[src/sv/xtc_pkg.sv]
// Package for the xor trie counting unit: field widths, item and status codes,
// walk pass codes and the command and status groups between controller and datapath.
// No dependencies.
package xtc_pkg;

  // Field widths of the input and result items.
  localparam int KIND_W   = 2;
  localparam int VALUE_W  = 32;
  localparam int LIMIT_W  = 32;
  localparam int MATCH_W  = 11;
  localparam int STATUS_W = 2;

  // Default sizes handed to the top level parameters.
  localparam int DEF_KEY_BITS    = 32;
  localparam int DEF_MAX_NODES   = 16384;
  localparam int DEF_MAX_ENTRIES = 1024;

  // Largest reported match count.
  localparam logic [MATCH_W-1:0] MATCH_MAX = '1;

  // Item kinds.
  localparam logic [KIND_W-1:0] KIND_INSERT = 2'd0;
  localparam logic [KIND_W-1:0] KIND_REMOVE = 2'd1;
  localparam logic [KIND_W-1:0] KIND_QUERY  = 2'd2;
  localparam logic [KIND_W-1:0] KIND_NONE   = 2'd3;

  // Result status codes.
  localparam logic [STATUS_W-1:0] ST_OK     = 2'd0;
  localparam logic [STATUS_W-1:0] ST_POOL   = 2'd1;
  localparam logic [STATUS_W-1:0] ST_ABSENT = 2'd2;
  localparam logic [STATUS_W-1:0] ST_FULL   = 2'd3;

  // Kind of walk through the trie.
  typedef enum logic [1:0] {
    PASS_VERIFY,
    PASS_INSERT,
    PASS_REMOVE,
    PASS_QUERY
  } pass_t;

  // Commands from the controller to the datapath.
  typedef struct packed {
    logic                load;        // capture the item and start a walk at the root
    logic                restart;     // start a new walk at the root
    logic                step;        // follow one link, issue the node reads
    logic                load_node;   // take the child node as the current node
    logic                note_miss;   // record the nodes an insert has to add
    logic                write_leaf;  // write the leaf and update the entry total
    logic                emit;        // load the result register
    pass_t               pass;
    logic [STATUS_W-1:0] status;
  } xtc_cmd_t;

  // Status from the datapath to the controller.
  typedef struct packed {
    logic [KIND_W-1:0] kind;
    logic              link_zero;   // the link to follow is empty
    logic              walk_end;    // a query reached an empty link
    logic              last_lvl;    // the walk is on the lowest key bit
    logic              total_full;  // the entry total is at its limit
    logic              pool_short;  // the missing nodes do not fit in the pool
    logic              leaf_zero;   // the current node count is zero
  } xtc_stat_t;

endpackage

[src/sv/xtc_ctrl.sv]
// Controller of the xor trie counting unit: sequences the verify, update and
// query walks and owns the handshakes. Depends on xtc_pkg.
module xtc_ctrl import xtc_pkg::*; (
  input  logic      clk,
  input  logic      rst_n,
  input  logic      in_valid,
  output logic      in_ready,
  output logic      out_valid,
  input  logic      out_ready,
  input  xtc_stat_t stat,
  output xtc_cmd_t  cmd
);

  localparam logic [2:0] S_IDLE  = 3'd0;
  localparam logic [2:0] S_DISP  = 3'd1;
  localparam logic [2:0] S_STEP  = 3'd2;
  localparam logic [2:0] S_LOAD  = 3'd3;
  localparam logic [2:0] S_CHECK = 3'd4;
  localparam logic [2:0] S_LEAF  = 3'd5;
  localparam logic [2:0] S_FIN   = 3'd6;

  logic [2:0]          state_r, state_nxt;
  pass_t               pass_r, pass_nxt;
  logic [STATUS_W-1:0] status_r, status_nxt;
  logic                out_valid_r, out_valid_nxt;

  assign in_ready  = (state_r == S_IDLE);
  assign out_valid = out_valid_r;

  // Next state and commands.
  always_comb begin
    state_nxt     = state_r;
    pass_nxt      = pass_r;
    status_nxt    = status_r;
    out_valid_nxt = out_valid_r && !out_ready;
    cmd           = '0;
    cmd.pass      = pass_r;
    cmd.status    = status_r;
    unique case (state_r)
      S_IDLE: begin
        if (in_valid) begin
          cmd.load   = 1'b1;
          status_nxt = ST_OK;
          state_nxt  = S_DISP;
        end
      end
      S_DISP: begin
        unique case (stat.kind)
          KIND_INSERT: begin
            if (stat.total_full) begin
              status_nxt = ST_FULL;
              state_nxt  = S_FIN;
            end else begin
              pass_nxt  = PASS_VERIFY;
              state_nxt = S_STEP;
            end
          end
          KIND_REMOVE: begin
            pass_nxt  = PASS_VERIFY;
            state_nxt = S_STEP;
          end
          KIND_QUERY: begin
            pass_nxt  = PASS_QUERY;
            state_nxt = S_STEP;
          end
          default: begin
            state_nxt = S_FIN;
          end
        endcase
      end
      S_STEP: begin
        // A verify walk ends at the first empty link; other walks go on.
        if ((pass_r == PASS_VERIFY) && stat.link_zero) begin
          if (stat.kind == KIND_INSERT) begin
            cmd.note_miss = 1'b1;
            state_nxt     = S_CHECK;
          end else begin
            status_nxt = ST_ABSENT;
            state_nxt  = S_FIN;
          end
        end else begin
          cmd.step  = 1'b1;
          state_nxt = S_LOAD;
        end
      end
      S_LOAD: begin
        cmd.load_node = 1'b1;
        if (pass_r == PASS_QUERY) begin
          state_nxt = (stat.walk_end || stat.last_lvl) ? S_FIN : S_STEP;
        end else if (stat.last_lvl) begin
          state_nxt = (pass_r == PASS_VERIFY) ? S_CHECK : S_LEAF;
        end else begin
          state_nxt = S_STEP;
        end
      end
      S_CHECK: begin
        // Decide between rejecting the item and running the update walk.
        if (stat.kind == KIND_INSERT) begin
          if (stat.pool_short) begin
            status_nxt = ST_POOL;
            state_nxt  = S_FIN;
          end else begin
            cmd.restart = 1'b1;
            pass_nxt    = PASS_INSERT;
            state_nxt   = S_STEP;
          end
        end else begin
          if (stat.leaf_zero) begin
            status_nxt = ST_ABSENT;
            state_nxt  = S_FIN;
          end else begin
            cmd.restart = 1'b1;
            pass_nxt    = PASS_REMOVE;
            state_nxt   = S_STEP;
          end
        end
      end
      S_LEAF: begin
        cmd.write_leaf = 1'b1;
        state_nxt      = S_FIN;
      end
      S_FIN: begin
        // The result register takes the result once it is empty or draining.
        if (!out_valid_r || out_ready) begin
          cmd.emit      = 1'b1;
          out_valid_nxt = 1'b1;
          state_nxt     = S_IDLE;
        end
      end
      default: begin
        state_nxt = S_IDLE;
      end
    endcase
  end

  // State registers.
  always_ff @(posedge clk) begin
    if (!rst_n) begin
      state_r     <= S_IDLE;
      pass_r      <= PASS_VERIFY;
      status_r    <= ST_OK;
      out_valid_r <= 1'b0;
    end else begin
      state_r     <= state_nxt;
      pass_r      <= pass_nxt;
      status_r    <= status_nxt;
      out_valid_r <= out_valid_nxt;
    end
  end

endmodule

[config.mk]
export PLATFORM = sky130hd
export DESIGN_NAME = xtc_ctrl
export DESIGN_NICKNAME = d
export VERILOG_FILES = /design/src/sv/xtc_pkg.sv /design/src/sv/xtc_ctrl.sv
export SDC_FILE = /design/constraint.sdc
export NUM_CORES = 1
export LEC_CHECK = 0
export BUFFER_PORTS_ARGS = -buffer_cell sky130_fd_sc_hd__clkbuf_2
export CELL_PAD_IN_SITES_DETAIL_PLACEMENT = 1
export CELL_PAD_IN_SITES_GLOBAL_PLACEMENT = 1
export CORE_MARGIN = 1.5
export CORE_UTILIZATION = 30
export DETAILED_ROUTE_END_ITERATION = 7
export GPL_TIMING_DRIVEN = 0
export PLACE_DENSITY_LB_ADDON = 0.1
export SLEW_MARGIN = 20
export SYNTH_ARGS = -nofsm -noshare
export SYNTH_HDL_FRONTEND = slang
export SYNTH_SLANG_ARGS = --single-unit
[constraint.sdc]
create_clock -name clk -period 1.7 [get_ports clk]
set_input_delay 0.085 -clock clk [delete_from_list [all_inputs] [get_ports clk]]
set_output_delay 0.085 -clock clk [all_outputs]
set_load 0.01 [all_outputs]
Yosys cells after proc, flatten, opt, wreduce, memory -nomap -nowiden --
Cells that the tools add are included.
Word-level totals: register bits after elaboration 8, bits of input ports 12, output and inout port bits 13, logic and storage cells 86
Operators by class: eq/ne operators 21, muxes and demuxes 46, reduce and logical (&&, ||, !) cells 15
Operator list (number):
- 3-bit two-way mux | 10
- 2-bit two-way mux | 13
- 3-bit case mux with 7 select lines | 1
- 1-bit two-way mux | 18
- 3-bit inequality test (second input constant) | 5
- 2-bit inequality test (second input constant) | 6
- 3-bit == test (second input constant) | 3
- 2-bit case mux with 4 select lines | 1
- 8-bit AND reduction | 1
- 3-bit by 2-bit == test with 1-bit output (second input constant) | 2
- 2-bit case mux with 3 select lines | 1
- 3-bit case mux with 2 select lines | 1
- 5-bit AND reduction | 1
- 2-bit == test (second input constant) | 2
- 2-bit logical NOT | 2
- 4-bit inequality test (second input constant) | 1
- 2-bit case mux with 2 select lines | 1
- 4-bit nonzero test | 1
- 3-bit by 1-bit == test with 1-bit output (second input constant) | 1
- 3-bit logical NOT | 1
- 2-bit by 1-bit == test with 1-bit output (second input constant) | 1
- 1-bit logical AND | 2
- 1-bit logical NOT | 2
- 1-bit logical OR | 2
- 3 further kinds | 3

Longest topological paths before layout --
Gate-level depths: netlist (run 1).
depth in word-level cells 5, depth in mapped cells 8, depth with buffers taken out 7

Worst setup path after synthesis (run 1) --
Ideal clock, no wire load.
path type input-to-reg, start point input port stat[6] (netlist bit), end point register pass_r[1], setup time 0.122 ns, data arrival time 1.234 ns, required time 1.578 ns, slack 0.344 ns, stages 8, buffers on the path 1, cells stage by stage inv_1 > ha_1 > buf_6 > mux2_4 > nand2b_4 > inv_2 > o221ai_1 > o311a_1
On the way: cells in the longest elaborated chain, start to end 3, elaborated cells on any way between the ends 11, those cells by class eq/ne: 6; mux: 3; reduce/logical: 2
Ends and longest elaborated chain:
- start, declared | RTL line xtc_ctrl.sv:10 | input xtc_stat_t stat,
- 2-bit == test, or another cell as far along | RTL line xtc_ctrl.sv:48 | unique case (stat.kind)
- 2-bit case mux with 3 select lines, or another cell as far along | RTL line xtc_ctrl.sv:48
- 2-bit case mux with 2 select lines or 5-bit AND reduction (tied branches)
- end signal, assigned | RTL line xtc_ctrl.sv:145 | pass_r <= pass_nxt;
- end, declared | RTL line xtc_ctrl.sv:23 | pass_t pass_r, pass_nxt;
Several ways; a longest one is shown, not always the timed one. A chain may end at the register's enable or synchronous reset.

==> qor.txt, run 1 <==
Status -> complete, no violations
ANT cells -> 0
Fin crit period -> 1.53 ns
Die ar. -> 2550 µm²
Die width -> 50.5 µm
Mapped Cells -> 83
Place WS -> 0.156 ns
Final core utilization -> 39.4%
Setup Buffers After CTS -> 0
Worst VDD drop -> 0.415 mV
Initial antenna violation count -> 0
GRT Total Usage -> 17.6%
CP arrival -> 1.45 ns
Gr ovfl total -> 0
Number of distinct library cells after synthesis -> 39
Crit Path Class -> register to output pin
Post-synth top flop -> dfxtp_1
Worst-path clk slew -> 0.06 ns
Fin. Hold Viols -> 0
Ratio of final minimum period to clock period -> 90.1%
Startpoint class of the critical path -> register
Sequential-to-total area share from yosys stat -> 23.7%
Mapped cell area -> 677 µm²
Final Max Slew Viols -> 0
Reg-to-reg slack, setup -> 0.25 ns
Crit Path Max Fanout -> 10
Sequential fraction of design power -> 29.8%
Clock network power share -> 17.0%
Vias in the first global route -> 733
WL final -> 1850 µm
Yosys warning count -> 0
Combinational power share -> 53.2%
Leak pwr -> 0.000398 µW
Final setup viols -> 0
Final net count -> 125
CP required -> 1.62 ns
Internal power component -> 524 µW
Skew final -> 0.00450 ns
Hold Path Origin -> stat[3]
FILL cells -> 284
Fin worst setup slack -> 0.169 ns
CTS HTree Levels -> 1
Number of synthesized register bits -> 8
Largest net degree at the start of global routing -> 11
Die height -> 50.5 µm
Via count -> 701
Critical R2R Launch -> state_r[2]
Net switching power figure -> 396 µW
First-pass GRT wire length -> 3280 µm
Worst slew margin -> 69.8%
Syn Area/Cell -> 8.16 µm²
P&R area growth vs syn -> 26.4%
Share of cells above drive strength 1 -> 35.8%
CTS tree -> built
Hold Path Class -> input port to register
FMAX -> 653 MHz
Detail Route Antenna Nets -> 0
Synth area leader -> dfxtp_1
Beginning of the critical path -> state_r[2]
DRT iter0 DRCs -> 3
Root Buffer -> clkbuf_4
Dpl cells -> 134
Ys async rst share -> 0%
Non-Filler Instances -> 137
Sw frac -> 43.1%
Initial Utilization -> 31.2%
Core Box Area -> 2170 µm²
Pwr Density -> 1080 nW/µm²
Number of core rows -> 17
Longest Clk Path Bufs -> 2
Vias per cell -> 5.12
Area occupied by multi-input gates -> 464 µm²
Port-buffer cells -> 23
Wirelength per Cell -> 13.5 µm
Clock sink count -> 8
Insertion delay of the later-clocked pin in the worst-skew pair -> 0.26 ns
Most frequent cells after synthesis -> nor2_1 (12), dfxtp_1 (8), nand2_1 (8)
Drt first pass iters -> 4
Post-Syn Nets -> 97
Setup TNS -> 0 ns
RSZ-0062 raised after global routing -> no
Max cap viols -> 0
EDFF count, synth -> 0
DRC errors left -> 0
Num CTS Buffers -> 3
# IOs -> 25
Synth area leaders -> dfxtp_1 (24%), nor2_1 (6.7%), mux2i_1 (4.4%)
Worst setup EP type -> output pin
Most common cell in the netlist -> nor2_1
GPL Wtd Cong -> 0.748
Least-Margin Pin Slew -> 0.446 ns
Area occupied by registers -> 160 µm²
Tot Pwr -> 921 µW
Yosys top cell area share -> 23.7%
Detailed placer's ending HPWL -> 1500 µm
==> area by class of cell <==
| class | count | share of cell area [%] |
|---|---|---|
| buffer | 6 | 4.68 |
| clock buffer | 3 | 2.63 |
| tap | 28 | 4.09 |
| timing repair buffer | 23 | 13.5 |
| multi-input combinational | 64 | 54.2 |
| inverter | 5 | 2.19 |
| sequential | 8 | 18.7 |
==> layer usage <==
metal	wire [µm]	global-route usage, %
met1	853	21.2
met2	862	28.5
met3	90	5.36
met4	39	8.11
met5	0	0
==> final timing paths <==
path	end	cells after the start
setup / recovery	cmd[4]	4
hold / removal	state_r[0]	3
setup reg to reg	status_r[1]	5
hold reg to reg	status_r[1]	2
==> cells in the final DEF (no fill, tap or decap), types with 3 or more instances in the layout <==
master / netlist / layout
clkbuf_2: 0 / 23
nor2_1: 12 / 12
nand2_1: 8 / 8
dfxtp_1: 8 / 8
and3_1: 3 / 3
inv_1: 3 / 3
a21oi_1: 3 / 3
o311a_1: 3 / 3
mux2i_1: 3 / 3
clkbuf_4: 0 / 3
==> through the flow <==
step / hold WS, ns / area, µm²
2_1_floorplan: 0.236 / 677
3_3_place_gp: 0.364 / 827
3_5_place_dp: 0.374 / 827
4_1_cts: 0.0962 / 850
5_1_grt: 0.132 / 856
6_report: 0.104 / 856
==> power by group through the flow <==
stage	logic (µW)	clock network, µW	registers, µW
floorplan	343	0	280
global placement	486	0	274
detailed placement	494	0	277
CTS	495	168	272
global route	550	174	284
finish	490	157	274
==> registers in the layout (all words and copies together) (netlist names) <==
signal     flops
status_r       2
out_valid      1
state_r        3
pass_r         2
==> what timing repair did <==
| action | 4_1_cts | 5_1_grt |
|---|---|---|
| hold buffers | 0 | 0 |
| endpoints found under the hold margin | 0 | 0 |
| endpoints found under the setup margin | 0 | 1 |
| resized for setup | 0 | 1 |
==> worst max-delay path, stage by stage, from the launching register on <==
cell and delay, ns:
dfxtp_1 0.35, clkbuf_1 0.36, nand2_1 0.16, nor3_1 0.16, clkbuf_2 0.15
==> cell families (layout without fill, tap and decap cells) <==
| logic type | count (synthesis) | count (layout) | synth area share (%) |
|---|---|---|---|
| multiplexers | 4 | 4 | 6.65 |
| buffers and inverters | 11 | 37 | 8.69 |
| XOR/XNOR | 1 | 1 | 1.29 |
| flip-flops | 8 | 8 | 23.7 |
| AO/OA/AOI/OAI | 20 | 20 | 25.9 |
| AND/OR/NAND/NOR | 37 | 37 | 30.1 |
| adder cells (fa/ha/maj) | 2 | 2 | 3.70 |
(Power assumes the default switching activity.)
==> inputs of run 2 (changes only) <==
- CORE_UTILIZATION: 30 -> 33
==> run 2 against run 1 <==
Against the previous run:
- clock power is essentially flat
- critical endpoint is now cmd[6]
- sequential cell count is the same
- sequential share of layout area grew 0.14 points
- core utilization grew 4.3 points
- critical path depth grew 1
- global-route usage shrank 0.44 points
- non-clock buffer count is the same
- combinational power shrank 1%
- total power shrank 1.3%
- wire length shrank 9.9%
- setup slack gained 0.058 ns
- final cell count shrank 0.73%
==> qor.txt, run 2 (synthesized netlist as in run 1, its figures left out) <==
CTS HTree Levels -> 1 (unchanged)
Final Max Slew Viols -> 0 (unchanged)
FMAX -> 679 MHz (+4.0%)
R2R depth -> 5 (unchanged)
CP required -> 1.62 ns (about the same)
Die width -> 48.3 µm (-4.4%)
Drt first pass iters -> 4 (unchanged)
Least-Margin Pin Slew -> 0.468 ns (+0.0219 ns)
Detail Route Antenna Nets -> 0 (unchanged)
Leak pwr -> 0.000401 µW (+0.65%)
Critical R2R Launch -> state_r[0]
FILL cells -> 264 (-7.0%)
Fin crit period -> 1.47 ns (-0.0582 ns)
DRT iter0 DRCs -> 9 (+6)
Hold depth -> 3 (unchanged)
Num CTS Buffers -> 3 (unchanged)
Share of cells above drive strength 1 -> 36.7% (+0.92 points)
RSZ-0062 raised after global routing -> no
Largest net degree at the start of global routing -> 11 (unchanged)
GRT Total Usage -> 17.1% (-0.44 points)
CTS tree -> built
Clock sink count -> 8 (unchanged)
Insertion delay of the later-clocked pin in the worst-skew pair -> 0.26 ns (about the same)
Via count -> 691 (-1.4%)
GPL Wtd Cong -> 0.762 (+1.8%)
Pwr Density -> 1070 nW/µm² (-0.57%)
Initial antenna violation count -> 0 (unchanged)
Fin area -> 850 µm² (-0.73%)
Number of core rows -> 16 (-1)
Startpoint class of the critical path -> register
Commonest non-fill, non-tap cells in the layout -> clkbuf_2 (24), nor2_1 (12), nand2_1 (8), dfxtp_1 (8)
WL final -> 1660 µm (-9.9%)
WHS -> 0.107 ns (+0.00377 ns)
R2R Path End -> status_r[0]
Commonest non-fill, non-tap cell in the layout -> clkbuf_2
First-pass GRT wire length -> 2820 µm (-14%)
Final net count -> 125 (unchanged)
# hold bufs at CTS -> 0 (unchanged)
Max reg flops -> 3 (unchanged)
Vias per cell -> 5.08 (-0.70%)
Detailed placer's ending HPWL -> 1380 µm (-8.3%)
Hold Path Class -> input port to register
Status -> complete, no violations
Worst-path clk slew -> 0.06 ns (about the same)
Max cap viols -> 0 (unchanged)
Final setup viols -> 0 (unchanged)
Die ar. -> 2330 µm² (-8.6%)
Ratio of final minimum period to clock period -> 86.7% (-3.4 points)
Vias in the first global route -> 626 (-15%)
Gr ovfl total -> 0 (unchanged)
Setup TNS -> 0 ns (unchanged)
Placed inst area -> 826 µm² (-0.15%)
ANT cells -> 0 (unchanged)
Hold Path Origin -> stat[3]
Hold EP -> state_r[0]
Fin. Hold Viols -> 0 (unchanged)
Worst VDD drop -> 0.606 mV (+46%)
Longest Clk Path Bufs -> 2 (unchanged)
P&R area growth vs syn -> 25.5%
CP arrival -> 1.39 ns (-0.06 ns)
Crit Path Max Fanout -> 10 (unchanged)
Root Buffer -> clkbuf_4
DRC errors left -> 0 (unchanged)
Wirelength per Cell -> 12.2 µm (-9.2%)
Top Registers -> state_r: 3 flops, pass_r: 2 flops, status_r: 2 flops
Die height -> 48.3 µm (-4.4%)
Worst setup EP type -> output pin
Crit Path Class -> register to output pin
Skew final -> 0.00130 ns (-0.00320 ns)
Reg-to-reg slack, setup -> 0.28 ns (+0.03 ns)
Largest register by flop count -> state_r
Initial Utilization -> 34.9% (+3.7 points)
Worst slew margin -> 68.3% (-1.5 points)
Port-buffer cells -> 23 (unchanged)
Core Box Area -> 1940 µm² (-10%)
# IOs -> 25 (unchanged)
run 2: layer usage:
layer | GRT usage [%] | vias up | wire (µm)
li1 | - | 358 | -
met1 | 25.4 | 313 | 889
met2 | 24.2 | 15 | 697
met3 | 3.33 | 5 | 48
met4 | 6.49 | 0 | 28
met5 | 0 | - | 0
run 2: how the worst max path moves through the flow:
stage	start	end
finish	state_r[0]	cmd[6]
CTS	state_r[2]	cmd[4]
global placement	stat[6]	pass_r[1]
detailed placement	stat[6]	pass_r[1]
global route	pass_r[0]	cmd[6]
floorplan	stat[6]	pass_r[1]
run 2: power breakdown:
| part | internal (µW) | switching (µW) |
|---|---|---|
| logic | 210 | 275 |
| clock network | 81.3 | 72.7 |
| registers | 230 | 40.1 |
| total | 521 | 387 |
run 2: metrics by stage:
stage | utilization, % | setup slack, ns | total power [µW] | std cells
2_1_floorplan | - | 0.344 | 622 | 83
3_3_place_gp | 42.5 | 0.179 | 756 | 133
3_5_place_dp | 42.5 | 0.164 | 760 | 133
4_1_cts | 43.7 | 0.183 | 918 | 136
5_1_grt | 43.8 | 0.118 | 988 | 136
6_report | 43.8 | 0.227 | 909 | 136
run 2: repair_timing:
item	in CTS	in global routing
gates resized for setup	0	2
endpoints found under the setup margin	0	1
buffers inserted	0	0
run 2: final cells by class:
class / instances / area [µm²] / share of cell area [%]
buffer: 6 / 41.3 / 4.86
clock buffer: 3 / 22.5 / 2.65
inverter: 5 / 18.8 / 2.21
multi-input combinational: 64 / 458 / 53.9
sequential: 8 / 160 / 18.9
tap: 27 / 33.8 / 3.98
timing repair buffer: 23 / 115 / 13.5
run 2: critical path, stage by stage (launching register included):
cell	delay, ns
dfxtp_1	0.35
buf_2	0.19
nor2_1	0.21
nand2_1	0.13
nor2_1	0.12
clkbuf_2	0.14
==> inputs of run 3 (changes only) <==
- CORE_UTILIZATION: 33 -> 36
- SETUP_SLACK_MARGIN: unset -> 0.4
- clock period: 1.7 -> 1.91 ns (I/O delays scaled with it)
==> run 3 against run 2 <==
Against the previous run:
- final area rose by 1.0%
- sequential share of layout area fell by 0.19 points
- count of clock-buffer cells in the layout did not move
- clock skew rose by 0.0059 ns
- total power fell by 9.1%
- sequential cell count did not move
- combinational power fell by 7.2%
- non-clock buffer count did not move
- critical path depth did not move
- die area fell by 7.8%
- critical path type unchanged
- largest cell class unchanged
- largest power group unchanged
==> qor.txt, run 3 (synthesized netlist as in run 1, its figures left out) <==
Clock network power share -> 16.1% (-0.8 points)
Commonest non-fill, non-tap cells in the layout -> clkbuf_2 (24), nor2_1 (11), nand2_1 (8), dfxtp_1 (8), clkbuf_4 (4)
DRT iter0 DRCs -> 10 (+1)
GPL Wtd Cong -> 0.784 (+2.9%)
Share of cells above drive strength 1 -> 37.6% (+0.92 points)
Max cap viols -> 0 (unchanged)
ANT cells -> 0 (unchanged)
Wirelength per Cell -> 13.6 µm (+11%)
Commonest non-fill, non-tap cell in the layout -> clkbuf_2
Worst slew margin -> 70.0% (+1.7 points)
Max reg flops -> 3 (unchanged)
CTS HTree Levels -> 1 (unchanged)
RSZ-0062 raised after global routing -> yes
Num CTS Buffers -> 3 (unchanged)
First-pass GRT wire length -> 2960 µm (+5.2%)
FILL cells -> 238 (-9.8%)
Status -> complete, no violations
R2R depth -> 4 (-1)
Pwr Density -> 963 nW/µm² (-10%)
Via count -> 708 (+2.5%)
CP arrival -> 1.39 ns (about the same)
# IOs -> 25 (unchanged)
Initial Utilization -> 38.8% (+3.9 points)
GR peak layer -> met2
Initial antenna violation count -> 0 (unchanged)
Skew final -> 0.00720 ns (+0.00590 ns)
Net switching power figure -> 355 µW (-8.4%)
Number of core rows -> 15 (-1)
Routing usage on met3 -> 3.53% (+0.20 points)
Die width -> 46.4 µm (-4.0%)
Startpoint class of the critical path -> register
Hold Path Class -> input port to register
Crit Path Max Fanout -> 8 (-2)
Combinational power share -> 54.5% (+1.1 points)
WHS -> 0.131 ns (+0.0241 ns)
WL final -> 1820 µm (+9.4%)
Detail Route Antenna Nets -> 0 (unchanged)
Hold depth -> 3 (unchanged)
Final Max Slew Viols -> 0 (unchanged)
FMAX -> 674 MHz
Setup Buffers After CTS -> 0 (unchanged)
Setup TNS -> 0 ns (unchanged)
Vias per cell -> 5.28 (+4.0%)
Hold EP -> state_r[0]
Largest register by flop count -> state_r
Fin. Hold Viols -> 0 (unchanged)
CTS tree -> built
Leak pwr -> 0.000402 µW (+0.25%)
Worst setup EP type -> output pin
Gr ovfl total -> 0 (unchanged)
P&R area growth vs syn -> 26.8%
Final setup viols -> 0 (unchanged)
Met2 Use GR -> 29.7% (+5.5 points)
Routing usage on met1 -> 26.8% (+1.4 points)
Die ar. -> 2150 µm² (-7.8%)
Reg-to-reg slack, setup -> 0.50 ns (+0.22 ns)
Least-Margin Pin Slew -> 0.443 ns (-0.0246 ns)
Die height -> 46.4 µm (-4.0%)
Internal power component -> 471 µW (-9.6%)
DRC errors left -> 0 (unchanged)
Top Registers -> state_r: 3 flops, pass_r: 2 flops, status_r: 2 flops
Post-CTS sizing -> 2 (+2)
Port-buffer cells -> 23 (unchanged)
Core Box Area -> 1750 µm² (-10%)
Ratio of final minimum period to clock period -> 77.7%
GRT Total Usage -> 19.3% (+2.2 points)
Worst-path clk slew -> 0.06 ns (about the same)
Drt first pass iters -> 4 (unchanged)
Fin crit period -> 1.48 ns
Critical R2R Launch -> state_r[2]
Sequential fraction of design power -> 29.5% (-0.2 points)
Insertion delay of the later-clocked pin in the worst-skew pair -> 0.26 ns (about the same)
Largest net degree at the start of global routing -> 11 (unchanged)
Root Buffer -> clkbuf_4
Final core utilization -> 49.2% (+5.4 points)
Tot Pwr -> 826 µW (-9.1%)
Detailed placer's ending HPWL -> 1450 µm (+5.2%)
Crit Path Class -> register to output pin
Sw frac -> 43.0% (+0.32 points)
Worst VDD drop -> 0.432 mV (-29%)
Clock sink count -> 8 (unchanged)
# hold bufs at CTS -> 0 (unchanged)
Vias in the first global route -> 659 (+5.3%)
R2R Path End -> pass_r[1]
Final net count -> 125 (unchanged)
Longest Clk Path Bufs -> 2 (unchanged)
Hold Path Origin -> stat[3]
CP required -> 1.81 ns (+0.19 ns)
==> run 3: changes by cell type in the layout (fill, tap and decap cells not counted) <==
cell      delta
buf_2        -1
clkbuf_4     +1
nor2_1       -1
nor2_2       +1
nor3b_2      -1
nor3b_4      +1
==> run 3: worst max path at each step <==
stage                     startpoint   endpoint  slack [ns]  cells after the start
after global placement       stat[6]  pass_r[1]        0.38                      9
after floorplan              stat[6]  pass_r[1]        0.54                      8
final                     state_r[1]     cmd[9]        0.43                      5
after global routing      state_r[1]     cmd[4]        0.37                      5
after detailed placement     stat[6]  pass_r[1]        0.36                      9
after CTS                 state_r[1]     cmd[9]        0.41                      5
==> run 3: critical path, cell delays in order (launching register included) <==
cell and delay, ns:
dfxtp_1 0.31, buf_6 0.13, nor3b_2 0.35, nand2b_4 0.10, inv_2 0.10, clkbuf_2 0.13
==> run 3: stage by stage <==
| stage | setup WS (ns) | cell area, µm² | cells |
|---|---|---|---|
| final | 0.426 | 858 | 134 |
| after global routing | 0.372 | 858 | 134 |
| after CTS | 0.407 | 853 | 134 |
| after detailed placement | 0.361 | 823 | 131 |
| after global placement | 0.380 | 823 | 131 |
| after floorplan | 0.544 | 677 | 83 |
==> run 3: area by class of cell <==
| cell class | count | area, µm² | area share, % |
|---|---|---|---|
| buffer | 6 | 43.8 | 5.10 |
| sequential | 8 | 160 | 18.7 |
| tap | 25 | 31.3 | 3.64 |
| multi-input combinational | 64 | 467 | 54.4 |
| clock buffer | 3 | 22.5 | 2.62 |
| timing repair buffer | 23 | 115 | 13.4 |
| inverter | 5 | 18.8 | 2.19 |
==> run 3: power groups by stage <==
| stage | registers (µW) | logic (µW) | clock network, µW |
|---|---|---|---|
| detailed placement | 245 | 440 | 0 |
| global placement | 242 | 428 | 0 |
| CTS | 244 | 446 | 138 |
| finish | 244 | 450 | 133 |
| floorplan | 249 | 305 | 0 |
| global route | 250 | 496 | 145 |
==> run 3: routing by layer <==
metal  vias up  share of wire (%)  wire (µm)
met5         -                  0          0
met3         2                3.4         61
met4         0               0.71         13
met2        14                 45        823
met1       336                 51        921
li1        356                  -          -
